## config.mk

```make
export PLATFORM = sky130hd
export DESIGN_NAME = continuous_atan2_angle_tracker_flat
export DESIGN_NICKNAME = d
export VERILOG_FILES = /design/src/hdl/cat_pkg.sv /design/src/hdl/cat_cfg_if.sv /design/src/hdl/cat_sample_if.sv /design/src/hdl/cat_result_if.sv /design/src/hdl/cat_prerot.sv /design/src/hdl/cat_cell.sv /design/src/hdl/cat_unwrap.sv /design/src/hdl/continuous_atan2_angle_tracker.sv /design/src/flat_wrapper.sv
export SDC_FILE = /design/constraint.sdc
export NUM_CORES = 2
export LEC_CHECK = 0
export BUFFER_PORTS_ARGS = -buffer_cell sky130_fd_sc_hd__buf_2
export CAP_MARGIN = 20
export CORE_MARGIN = 2
export CORE_UTILIZATION = 25
export DETAILED_ROUTE_END_ITERATION = 12
export GPL_ROUTABILITY_DRIVEN = 0
export SKIP_CTS_REPAIR_TIMING = 1
export SLEW_MARGIN = 5
export SYNTH_ARGS = -nofsm -noshare
export SYNTH_HDL_FRONTEND = slang
export SYNTH_SLANG_ARGS = --single-unit
```

## constraint.sdc

```tcl
create_clock -name clk -period 16.51 [get_ports clk]
set_input_delay 3.302 -clock clk [delete_from_list [all_inputs] [get_ports clk]]
set_output_delay 3.302 -clock clk [all_outputs]
set_load 0.1 [all_outputs]
```

## src/hdl/cat_pkg.sv

```systemverilog
// ============================================================================
// cat_pkg
// Shared types, constants and the arctangent table for the angle tracker.
// ============================================================================
package cat_pkg;

    // default sizes, handed down through the top level parameters
    localparam int CORDIC_STEPS_DEFAULT = 16;
    localparam int SAMPLE_WIDTH_DEFAULT = 24;

    // angle word and internal widths
    localparam int ANGLE_BITS  = 48;
    localparam int TURN_BITS   = 16;
    localparam int Z_BITS      = 17;
    localparam int D_BITS      = 19;
    localparam int GUARD_BITS  = 3;

    // angles in units of 2^-16 turn
    localparam int FULL_TURN    = 65536;
    localparam int HALF_TURN    = 32768;
    localparam int QUARTER_TURN = 16384;
    localparam int EIGHTH_TURN  = 8192;

    typedef logic signed [ANGLE_BITS-1:0] angle_t;
    typedef logic signed [Z_BITS-1:0]     zangle_t;
    typedef logic signed [D_BITS-1:0]     delta_t;

    // atan(2^-step) in units of 2^-16 turn, rounded to nearest
    function automatic zangle_t atan_unit(input int step);
        zangle_t v;
        unique case (step)
            0:       v = zangle_t'(8192);
            1:       v = zangle_t'(4836);
            2:       v = zangle_t'(2555);
            3:       v = zangle_t'(1297);
            4:       v = zangle_t'(651);
            5:       v = zangle_t'(326);
            6:       v = zangle_t'(163);
            7:       v = zangle_t'(81);
            8:       v = zangle_t'(41);
            9:       v = zangle_t'(20);
            10:      v = zangle_t'(10);
            11:      v = zangle_t'(5);
            12:      v = zangle_t'(3);
            13:      v = zangle_t'(1);
            14:      v = zangle_t'(1);
            default: v = zangle_t'(0);
        endcase
        return v;
    endfunction

endpackage

```

## src/hdl/cat_cfg_if.sv

```systemverilog
// ============================================================================
// cat_cfg_if
// Configuration write channel: one register word, valid/ready.
// ============================================================================
interface cat_cfg_if;
    logic valid;
    logic ready;
    logic half_turn_period;

    modport source (output valid, output half_turn_period, input ready);
    modport sink   (input valid, input half_turn_period, output ready);
endinterface

```

## src/hdl/cat_sample_if.sv

```systemverilog
// ============================================================================
// cat_sample_if
// Input channel: vector components and previous continuous angle.
// ============================================================================
interface cat_sample_if #(
    parameter int SAMPLE_WIDTH = cat_pkg::SAMPLE_WIDTH_DEFAULT
);
    import cat_pkg::*;

    logic                           valid;
    logic                           ready;
    logic signed [SAMPLE_WIDTH-1:0] y_value;
    logic signed [SAMPLE_WIDTH-1:0] x_value;
    angle_t                         previous_angle;

    modport source (output valid, output y_value, output x_value,
                    output previous_angle, input ready);
    modport sink   (input valid, input y_value, input x_value,
                    input previous_angle, output ready);
endinterface

```

## src/hdl/cat_result_if.sv

```systemverilog
// ============================================================================
// cat_result_if
// Output channel: continuous angle word.
// ============================================================================
interface cat_result_if;
    import cat_pkg::*;

    logic   valid;
    logic   ready;
    angle_t continuous_angle;

    modport source (output valid, output continuous_angle, input ready);
    modport sink   (input valid, input continuous_angle, output ready);
endinterface

```

## src/hdl/cat_prerot.sv

```systemverilog
// ============================================================================
// cat_prerot
// Entry stage: sign extension, quarter-turn pre-rotation, zero detect.
// ============================================================================
module cat_prerot #(
    parameter int SAMPLE_WIDTH = cat_pkg::SAMPLE_WIDTH_DEFAULT,
    parameter int W            = cat_pkg::SAMPLE_WIDTH_DEFAULT + cat_pkg::GUARD_BITS
) (
    input  logic                           clk,
    input  logic                           rst_n,
    input  logic                           feed_valid,
    output logic                           feed_ready,
    input  logic signed [SAMPLE_WIDTH-1:0] feed_y,
    input  logic signed [SAMPLE_WIDTH-1:0] feed_x,
    input  cat_pkg::angle_t                feed_prev,
    output logic                           pass_valid,
    input  logic                           pass_ready,
    output logic signed [W-1:0]            pass_x,
    output logic signed [W-1:0]            pass_y,
    output cat_pkg::zangle_t               pass_z,
    output logic                           pass_zero,
    output cat_pkg::angle_t                pass_prev
);
    import cat_pkg::*;

    logic                valid_reg;
    logic signed [W-1:0] x_reg, x_next;
    logic signed [W-1:0] y_reg, y_next;
    zangle_t             z_reg, z_next;
    logic                zero_reg, zero_next;
    angle_t              prev_reg;
    logic signed [W-1:0] x_ext, y_ext;

    // stage takes a word when empty or when its word moves on
    assign feed_ready = !valid_reg || pass_ready;

    // sign extension into the guard bits
    assign x_ext = {{(W-SAMPLE_WIDTH){feed_x[SAMPLE_WIDTH-1]}}, feed_x};
    assign y_ext = {{(W-SAMPLE_WIDTH){feed_y[SAMPLE_WIDTH-1]}}, feed_y};

    // rotate left half plane by a quarter turn
    always_comb
    begin
        zero_next = (feed_x == '0) && (feed_y == '0);
        priority if (feed_x[SAMPLE_WIDTH-1] && !feed_y[SAMPLE_WIDTH-1])
        begin
            x_next = y_ext;
            y_next = -x_ext;
            z_next = zangle_t'(QUARTER_TURN);
        end
        else if (feed_x[SAMPLE_WIDTH-1])
        begin
            x_next = -y_ext;
            y_next = x_ext;
            z_next = -zangle_t'(QUARTER_TURN);
        end
        else
        begin
            x_next = x_ext;
            y_next = y_ext;
            z_next = '0;
        end
    end

    // valid flag
    always_ff @(posedge clk or negedge rst_n)
    begin
        if (!rst_n)
        begin
            valid_reg <= 1'b0;
        end
        else if (feed_ready)
        begin
            valid_reg <= feed_valid;
        end
    end

    // payload
    always_ff @(posedge clk)
    begin
        if (feed_valid && feed_ready)
        begin
            x_reg    <= x_next;
            y_reg    <= y_next;
            z_reg    <= z_next;
            zero_reg <= zero_next;
            prev_reg <= feed_prev;
        end
    end

    assign pass_valid = valid_reg;
    assign pass_x     = x_reg;
    assign pass_y     = y_reg;
    assign pass_z     = z_reg;
    assign pass_zero  = zero_reg;
    assign pass_prev  = prev_reg;

endmodule

```

## src/hdl/cat_cell.sv

```systemverilog
// ============================================================================
// cat_cell
// One vectoring CORDIC iteration with its own pipeline register.
// ============================================================================
module cat_cell #(
    parameter int W    = cat_pkg::SAMPLE_WIDTH_DEFAULT + cat_pkg::GUARD_BITS,
    parameter int STEP = 0
) (
    input  logic                clk,
    input  logic                rst_n,
    input  logic                feed_valid,
    output logic                feed_ready,
    input  logic signed [W-1:0] feed_x,
    input  logic signed [W-1:0] feed_y,
    input  cat_pkg::zangle_t    feed_z,
    input  logic                feed_zero,
    input  cat_pkg::angle_t     feed_prev,
    output logic                pass_valid,
    input  logic                pass_ready,
    output logic signed [W-1:0] pass_x,
    output logic signed [W-1:0] pass_y,
    output cat_pkg::zangle_t    pass_z,
    output logic                pass_zero,
    output cat_pkg::angle_t     pass_prev
);
    import cat_pkg::*;

    localparam zangle_t STEP_ANGLE = atan_unit(STEP);

    logic                valid_reg;
    logic signed [W-1:0] x_reg, x_next;
    logic signed [W-1:0] y_reg, y_next;
    zangle_t             z_reg, z_next;
    logic                zero_reg;
    angle_t              prev_reg;
    logic signed [W-1:0] x_sh, y_sh;

    assign feed_ready = !valid_reg || pass_ready;

    // floor shifts of the old x and y
    assign x_sh = feed_x >>> STEP;
    assign y_sh = feed_y >>> STEP;

    // drive y toward zero
    always_comb
    begin
        if (!feed_y[W-1])
        begin
            x_next = feed_x + y_sh;
            y_next = feed_y - x_sh;
            z_next = feed_z + STEP_ANGLE;
        end
        else
        begin
            x_next = feed_x - y_sh;
            y_next = feed_y + x_sh;
            z_next = feed_z - STEP_ANGLE;
        end
    end

    // valid flag
    always_ff @(posedge clk or negedge rst_n)
    begin
        if (!rst_n)
        begin
            valid_reg <= 1'b0;
        end
        else if (feed_ready)
        begin
            valid_reg <= feed_valid;
        end
    end

    // payload
    always_ff @(posedge clk)
    begin
        if (feed_valid && feed_ready)
        begin
            x_reg    <= x_next;
            y_reg    <= y_next;
            z_reg    <= z_next;
            zero_reg <= feed_zero;
            prev_reg <= feed_prev;
        end
    end

    assign pass_valid = valid_reg;
    assign pass_x     = x_reg;
    assign pass_y     = y_reg;
    assign pass_z     = z_reg;
    assign pass_zero  = zero_reg;
    assign pass_prev  = prev_reg;

endmodule

```

## src/hdl/cat_unwrap.sv

```systemverilog
// ============================================================================
// cat_unwrap
// Adds the vector angle's offset from the previous angle, folded by periods at +-1/8 turn.
// Two stages: offset from previous, then the wide add into the output word.
// ============================================================================
module cat_unwrap (
    input  logic             clk,
    input  logic             rst_n,
    input  logic             half_turn_period,
    input  logic             feed_valid,
    output logic             feed_ready,
    input  cat_pkg::zangle_t feed_z,
    input  logic             feed_zero,
    input  cat_pkg::angle_t  feed_prev,
    output logic             pass_valid,
    input  logic             pass_ready,
    output cat_pkg::angle_t  continuous_angle
);
    import cat_pkg::*;

    localparam delta_t FULL_D     = delta_t'(FULL_TURN);
    localparam delta_t HALF_D     = delta_t'(HALF_TURN);
    localparam delta_t UPPER_D    = delta_t'(EIGHTH_TURN);
    localparam delta_t LOWER_D    = -delta_t'(EIGHTH_TURN);

    logic                 off_valid_reg;
    delta_t               off_reg;
    angle_t               prev_reg;
    logic                 out_valid_reg;
    angle_t               out_reg, out_next;
    logic                 off_ready;

    zangle_t              angle;
    logic [TURN_BITS-1:0] rem;
    delta_t               period;
    delta_t               d0, d1, d2, d3;

    // handshake chain across both stages
    assign off_ready  = !out_valid_reg || pass_ready;
    assign feed_ready = !off_valid_reg || off_ready;

    // offset of the candidate from previous, then fold into the window
    always_comb
    begin
        angle  = feed_zero ? '0 : feed_z;
        rem    = half_turn_period ? {1'b0, feed_prev[TURN_BITS-2:0]}
                                  : feed_prev[TURN_BITS-1:0];
        period = half_turn_period ? HALF_D : FULL_D;
        d0     = {{(D_BITS-Z_BITS){angle[Z_BITS-1]}}, angle}
               - {{(D_BITS-TURN_BITS){1'b0}}, rem};
        d1     = (d0 > UPPER_D) ? d0 - period : d0;
        d2     = (d1 < LOWER_D) ? d1 + period : d1;
        d3     = (d2 < LOWER_D) ? d2 + period : d2;
    end

    // final angle, wraps at the word width
    assign out_next = prev_reg + {{(ANGLE_BITS-D_BITS){off_reg[D_BITS-1]}}, off_reg};

    // valid flags
    always_ff @(posedge clk or negedge rst_n)
    begin
        if (!rst_n)
        begin
            off_valid_reg <= 1'b0;
            out_valid_reg <= 1'b0;
        end
        else
        begin
            if (feed_ready)
            begin
                off_valid_reg <= feed_valid;
            end
            if (off_ready)
            begin
                out_valid_reg <= off_valid_reg;
            end
        end
    end

    // payload
    always_ff @(posedge clk)
    begin
        if (feed_valid && feed_ready)
        begin
            off_reg  <= d3;
            prev_reg <= feed_prev;
        end
        if (off_valid_reg && off_ready)
        begin
            out_reg <= out_next;
        end
    end

    assign pass_valid       = out_valid_reg;
    assign continuous_angle = out_reg;

endmodule

```

## src/hdl/continuous_atan2_angle_tracker.sv

```systemverilog
// ============================================================================
// continuous_atan2_angle_tracker
// Vector angle by a pipelined vectoring CORDIC, unwrapped to the nearest
// continuous angle around the previous one.
// ============================================================================
//  channel  | role   | word
//  ---------+--------+-------------------------------------------------
//  cfg      | sink   | half_turn_period (0 full-turn, 1 half-turn period)
//  sample   | sink   | y_value, x_value, previous_angle
//  result   | source | continuous_angle
//
//  one word per cycle while the result is taken; one pre-rotation
//  stage, one cell per CORDIC iteration, two unwrap stages.
//  every stage has its own valid bit and takes a new word while its own word
//  moves on, so bubbles close up behind a stalled result.
//  reset clears all valid bits and sets the period to a full turn.
//  cfg is always ready and takes effect for words still to be unwrapped.
// ============================================================================
module continuous_atan2_angle_tracker #(
    parameter int CORDIC_STEPS = cat_pkg::CORDIC_STEPS_DEFAULT,
    parameter int SAMPLE_WIDTH = cat_pkg::SAMPLE_WIDTH_DEFAULT
) (
    input  logic         clk,
    input  logic         rst_n,
    cat_cfg_if.sink      cfg,
    cat_sample_if.sink   sample,
    cat_result_if.source result
);
    import cat_pkg::*;

    localparam int W = SAMPLE_WIDTH + GUARD_BITS;

    logic                half_turn_period_reg;

    logic                valid_s [CORDIC_STEPS+1];
    logic                ready_s [CORDIC_STEPS+1];
    logic signed [W-1:0] x_s     [CORDIC_STEPS+1];
    logic signed [W-1:0] y_s     [CORDIC_STEPS+1];
    zangle_t             z_s     [CORDIC_STEPS+1];
    logic                zero_s  [CORDIC_STEPS+1];
    angle_t              prev_s  [CORDIC_STEPS+1];

    // configuration register
    assign cfg.ready = 1'b1;

    always_ff @(posedge clk or negedge rst_n)
    begin
        if (!rst_n)
        begin
            half_turn_period_reg <= 1'b0;
        end
        else if (cfg.valid)
        begin
            half_turn_period_reg <= cfg.half_turn_period;
        end
    end

    // quarter-turn pre-rotation
    cat_prerot #(
        .SAMPLE_WIDTH (SAMPLE_WIDTH),
        .W            (W)
    ) u_prerot (
        .clk        (clk),
        .rst_n      (rst_n),
        .feed_valid (sample.valid),
        .feed_ready (sample.ready),
        .feed_y     (sample.y_value),
        .feed_x     (sample.x_value),
        .feed_prev  (sample.previous_angle),
        .pass_valid (valid_s[0]),
        .pass_ready (ready_s[0]),
        .pass_x     (x_s[0]),
        .pass_y     (y_s[0]),
        .pass_z     (z_s[0]),
        .pass_zero  (zero_s[0]),
        .pass_prev  (prev_s[0])
    );

    // row of CORDIC cells, one per iteration
    for (genvar i = 0; i < CORDIC_STEPS; i++)
    begin : g_cell
        cat_cell #(
            .W    (W),
            .STEP (i)
        ) u_cell (
            .clk        (clk),
            .rst_n      (rst_n),
            .feed_valid (valid_s[i]),
            .feed_ready (ready_s[i]),
            .feed_x     (x_s[i]),
            .feed_y     (y_s[i]),
            .feed_z     (z_s[i]),
            .feed_zero  (zero_s[i]),
            .feed_prev  (prev_s[i]),
            .pass_valid (valid_s[i+1]),
            .pass_ready (ready_s[i+1]),
            .pass_x     (x_s[i+1]),
            .pass_y     (y_s[i+1]),
            .pass_z     (z_s[i+1]),
            .pass_zero  (zero_s[i+1]),
            .pass_prev  (prev_s[i+1])
        );
    end

    // unwrap and output register
    cat_unwrap u_unwrap (
        .clk              (clk),
        .rst_n            (rst_n),
        .half_turn_period (half_turn_period_reg),
        .feed_valid       (valid_s[CORDIC_STEPS]),
        .feed_ready       (ready_s[CORDIC_STEPS]),
        .feed_z           (z_s[CORDIC_STEPS]),
        .feed_zero        (zero_s[CORDIC_STEPS]),
        .feed_prev        (prev_s[CORDIC_STEPS]),
        .pass_valid       (result.valid),
        .pass_ready       (result.ready),
        .continuous_angle (result.continuous_angle)
    );

endmodule
```

## src/flat_wrapper.sv

```systemverilog
// flat-port wrapper written by rule: the top's interface ports become plain ports
module continuous_atan2_angle_tracker_flat import cat_pkg::*;
#(
    parameter int CORDIC_STEPS = cat_pkg::CORDIC_STEPS_DEFAULT,
    parameter int SAMPLE_WIDTH = cat_pkg::SAMPLE_WIDTH_DEFAULT
)
  (clk, rst_n, cfg_valid, cfg_half_turn_period, cfg_ready, sample_valid, sample_y_value, sample_x_value, sample_previous_angle, sample_ready, result_valid, result_continuous_angle, result_ready);
  cat_cfg_if cfg_i ();
  cat_sample_if #(.SAMPLE_WIDTH(SAMPLE_WIDTH)) sample_i ();
  cat_result_if result_i ();
  input  logic clk;
  input  logic rst_n;
  input wire logic [$bits(cfg_i.valid)-1:0] cfg_valid;
  input wire logic [$bits(cfg_i.half_turn_period)-1:0] cfg_half_turn_period;
  output wire logic [$bits(cfg_i.ready)-1:0] cfg_ready;
  input wire logic [$bits(sample_i.valid)-1:0] sample_valid;
  input wire logic [$bits(sample_i.y_value)-1:0] sample_y_value;
  input wire logic [$bits(sample_i.x_value)-1:0] sample_x_value;
  input wire logic [$bits(sample_i.previous_angle)-1:0] sample_previous_angle;
  output wire logic [$bits(sample_i.ready)-1:0] sample_ready;
  output wire logic [$bits(result_i.valid)-1:0] result_valid;
  output wire logic [$bits(result_i.continuous_angle)-1:0] result_continuous_angle;
  input wire logic [$bits(result_i.ready)-1:0] result_ready;
  assign cfg_i.valid = cfg_valid;
  assign cfg_i.half_turn_period = cfg_half_turn_period;
  assign cfg_ready = cfg_i.ready;
  assign sample_i.valid = sample_valid;
  assign sample_i.y_value = sample_y_value;
  assign sample_i.x_value = sample_x_value;
  assign sample_i.previous_angle = sample_previous_angle;
  assign sample_ready = sample_i.ready;
  assign result_valid = result_i.valid;
  assign result_continuous_angle = result_i.continuous_angle;
  assign result_i.ready = result_ready;
  continuous_atan2_angle_tracker #(.CORDIC_STEPS(CORDIC_STEPS), .SAMPLE_WIDTH(SAMPLE_WIDTH)) u_core (.clk(clk), .rst_n(rst_n), .cfg(cfg_i), .sample(sample_i), .result(result_i));
endmodule
```

==> impl_metrics.json <==
{
  "ant_nets": 0,
  "critical_path_required_ns": 13.21,
  "min_period_over_period": 0.5745,
  "ys_seq_area_frac": 0.5084,
  "areaGrowthSynthToFinish_pct": 13.21,
  "critPathBufInv": 3,
  "clockBufferDepth": 4,
  "gr-total-overflow": 0,
  "initial_core_util": 0.2509,
  "cp_slowest_cell": "nor2_1",
  "nNetsFinal": 11610,
  "worstHoldStart": "u_core.g_cell[4].u_cell.pass_prev[43]",
  "synth-edff-count": 1921,
  "finalMaxSlewViolations": 0,
  "fmax_mhz": 105.4,
  "max_cap_viol_count": 0,
  "min_period_ns": 9.485,
  "worst_path_most_repeated_cell": "buf_2",
  "cts_root_buf": "clkbuf_16",
  "multiInputGateArea_um2": 53940,
  "yosys_most_used_dff": "edfxtp_1",
  "layout_common_cells": "edfxtp_1 (1921), nor2_1 (1063), ha_1 (1015), xnor2_1 (872), a21oi_1 (865)",
  "worstPathCellList": "buf_2 -> nor2b_1 -> nand3_1 -> nor2_1 -> nand2_1 -> nor4_1 -> buf_4 -> and3_1 -> nand4_1 -> buf_2",
  "tightest_slew_ns": 0.9993,
  "rsz0062_at_grt": "no",
  "cts_tree": "built",
  "slowest_delay_ns": 0.50,
  "routed_wl_um": 230100,
  "final_common_cell": "edfxtp_1",
  "core_area_um2": 456100,
  "cp_max_fo": 6,
  "vias": 74320,
  "numCtsBuffers": 206,
  "cts.clk_slew.worst_paths_ns": 0.06,
  "insertion_delay_ns": 0.87,
  "postSynthCellCount": 10170,
  "min_path_type": "flop to flop",
  "slew_headroom": 0.3244,
  "io_pins": 153,
  "numClockSinks": 1941,
  "yosysWarnings": 0,
  "grt_pass1_wl_um": 370000,
  "cp_top_family": "simple AND/OR/NAND/NOR gates",
  "register_area_um2": 58190,
  "synth_seq_cells": 1941,
  "cts.htree.levels": 4,
  "postSynthAreaPerCell_um2": 11.25,
  "arrival_ns": 6.18,
  "async_flop_share": 0.01030,
  "fp-row-count": 248,
  "fin_skew_ns": 0.08294,
  "layout-drive-gt1-share": 0.06204,
  "critPathLaunchType": "primary input",
  "die_w_um": 680.6,
  "grt_pass1_vias": 71750,
  "finalSetupTns_ns": 0,
  "crit_path_start": "result_ready",
  "status": "complete, no violations",
  "final_hold_viol_count": 0,
  "synth_area_um2": 114400,
  "grt.total_usage": 0.09570,
  "criticalPathCategory": "primary input to primary output",
  "largest_reg_flops": 768,
  "die_area_um2": 463200,
  "post_drt_wl_per_cell_um": 13.85,
  "drt_drc_violations_left": 0,
  "setup_viol": 0,
  "grt_max_degree": 97,
  "port_buffers": 150,
  "worstReg2RegStart": "u_core.g_cell[15].u_cell.pass_zero",
  "num-fill-cells": 46820,
  "post-dp-hpwl_um": 176800,
  "die_y_um": 680.6,
  "antenna_found_initial": 14,
  "first_iter_violations": 4193,
  "viasPerCell": 4.472,
  "ys_types": 91,
  "firstDrtPassIters": 6,
  "cp-end-kind": "primary output"
}
## per-layer routing
layer | vias up | wire length [µm] | part of all wire | track usage
met3 | 396 | 7588 | 0.033 | 0.01212
met5 | - | 0 | 0 | 0
met2 | 1152 | 110900 | 0.48 | 0.1673
li1 | 38110 | - | - | -
met4 | 0 | 7388 | 0.032 | 0.03267
met1 | 34660 | 104200 | 0.45 | 0.1213
## through the flow
step	worst slack [ns]	instance area [µm²]	hold slack, ns	utilization	std cells
detailed placement	7.033	122700	0.4045	0.2690	16240
finish	7.025	129600	0.3855	0.2841	16620
global placement	6.930	122700	0.4019	0.2690	16240
CTS	6.996	129500	0.3844	0.2839	16600
global route	6.808	129600	0.3876	0.2841	16620
floorplan	6.311	114500	0.4003	-	10170
## final timing paths
check / endpoint / slack [ns] / depth (start not counted)
min in group asynchronous: u_core.half_turn_period_reg / 2.44 / 1
worst min register to register: u_core.g_cell[5].u_cell.pass_prev[43] / 0.39 / 0
max in group asynchronous: u_core.g_cell[6].u_cell.pass_valid / 13.66 / 1
worst min-delay path: u_core.g_cell[5].u_cell.pass_prev[43] / 0.39 / 0
worst max register to register: u_core.u_unwrap.off_reg[17] / 10.70 / 19
worst max-delay path: sample_ready / 7.03 / 10
## synth_stat cells (all sizes together), types with 38 or more instances
library cell  number  area (µm²)
edfxtp          1921       57690
nor2            1063        3990
ha              1015       12700
xnor2            872        7637
a21oi            866        4334
inv              493        1851
nand2            424        1592
o21ai            402        2012
xor2             386        3381
nor3             349        1747
a21o             227        1705
nor2b            187        1170
o21a             167        1276
nand3            160       800.8
clkbuf           124       465.5
nand2b           122       763.2
o21bai           118       885.9
or3              101       641.9
and3              98       613.1
nor4              82       513.0
a31oi             75       469.2
a211oi            69       518.0
and2              66       412.9
a21boi            56       420.4
nand4             50       312.8
o41ai             47       437.9
fa                43       860.8
o31ai             43       327.8
or2               42       262.8
or4               38       296.5
## logic make-up (layout without fill, tap and decap cells)
| family | after synthesis | after routing | share of synthesized area |
|---|---|---|---|
| xor+xnor | 1258 | 1258 | 0.09627 |
| flops | 1941 | 1941 | 0.5084 |
| compound gates | 2357 | 2357 | 0.1307 |
| buf+inv | 646 | 1079 | 0.02125 |
| fa+ha+maj | 1058 | 1058 | 0.1185 |
| other cells | 2 | 16 | 0.00006562 |
| simple gates | 2853 | 2853 | 0.1197 |
| mux | 55 | 55 | 0.005127 |
## final cells by class
cell class	instances	area share
Multi-Input combinational cell	7586	0.4163
Clock inverter	128	0.01109
Inverter	497	0.01440
Sequential cell	1941	0.4491
Clock buffer	239	0.04130
Timing Repair Buffer	215	0.009695
Antenna cell	11	0.0002124
Tap cell	6000	0.05794
Power is not shown: default switching activity piles up to over one toggle a cycle in this logic, so the estimate is an artifact.
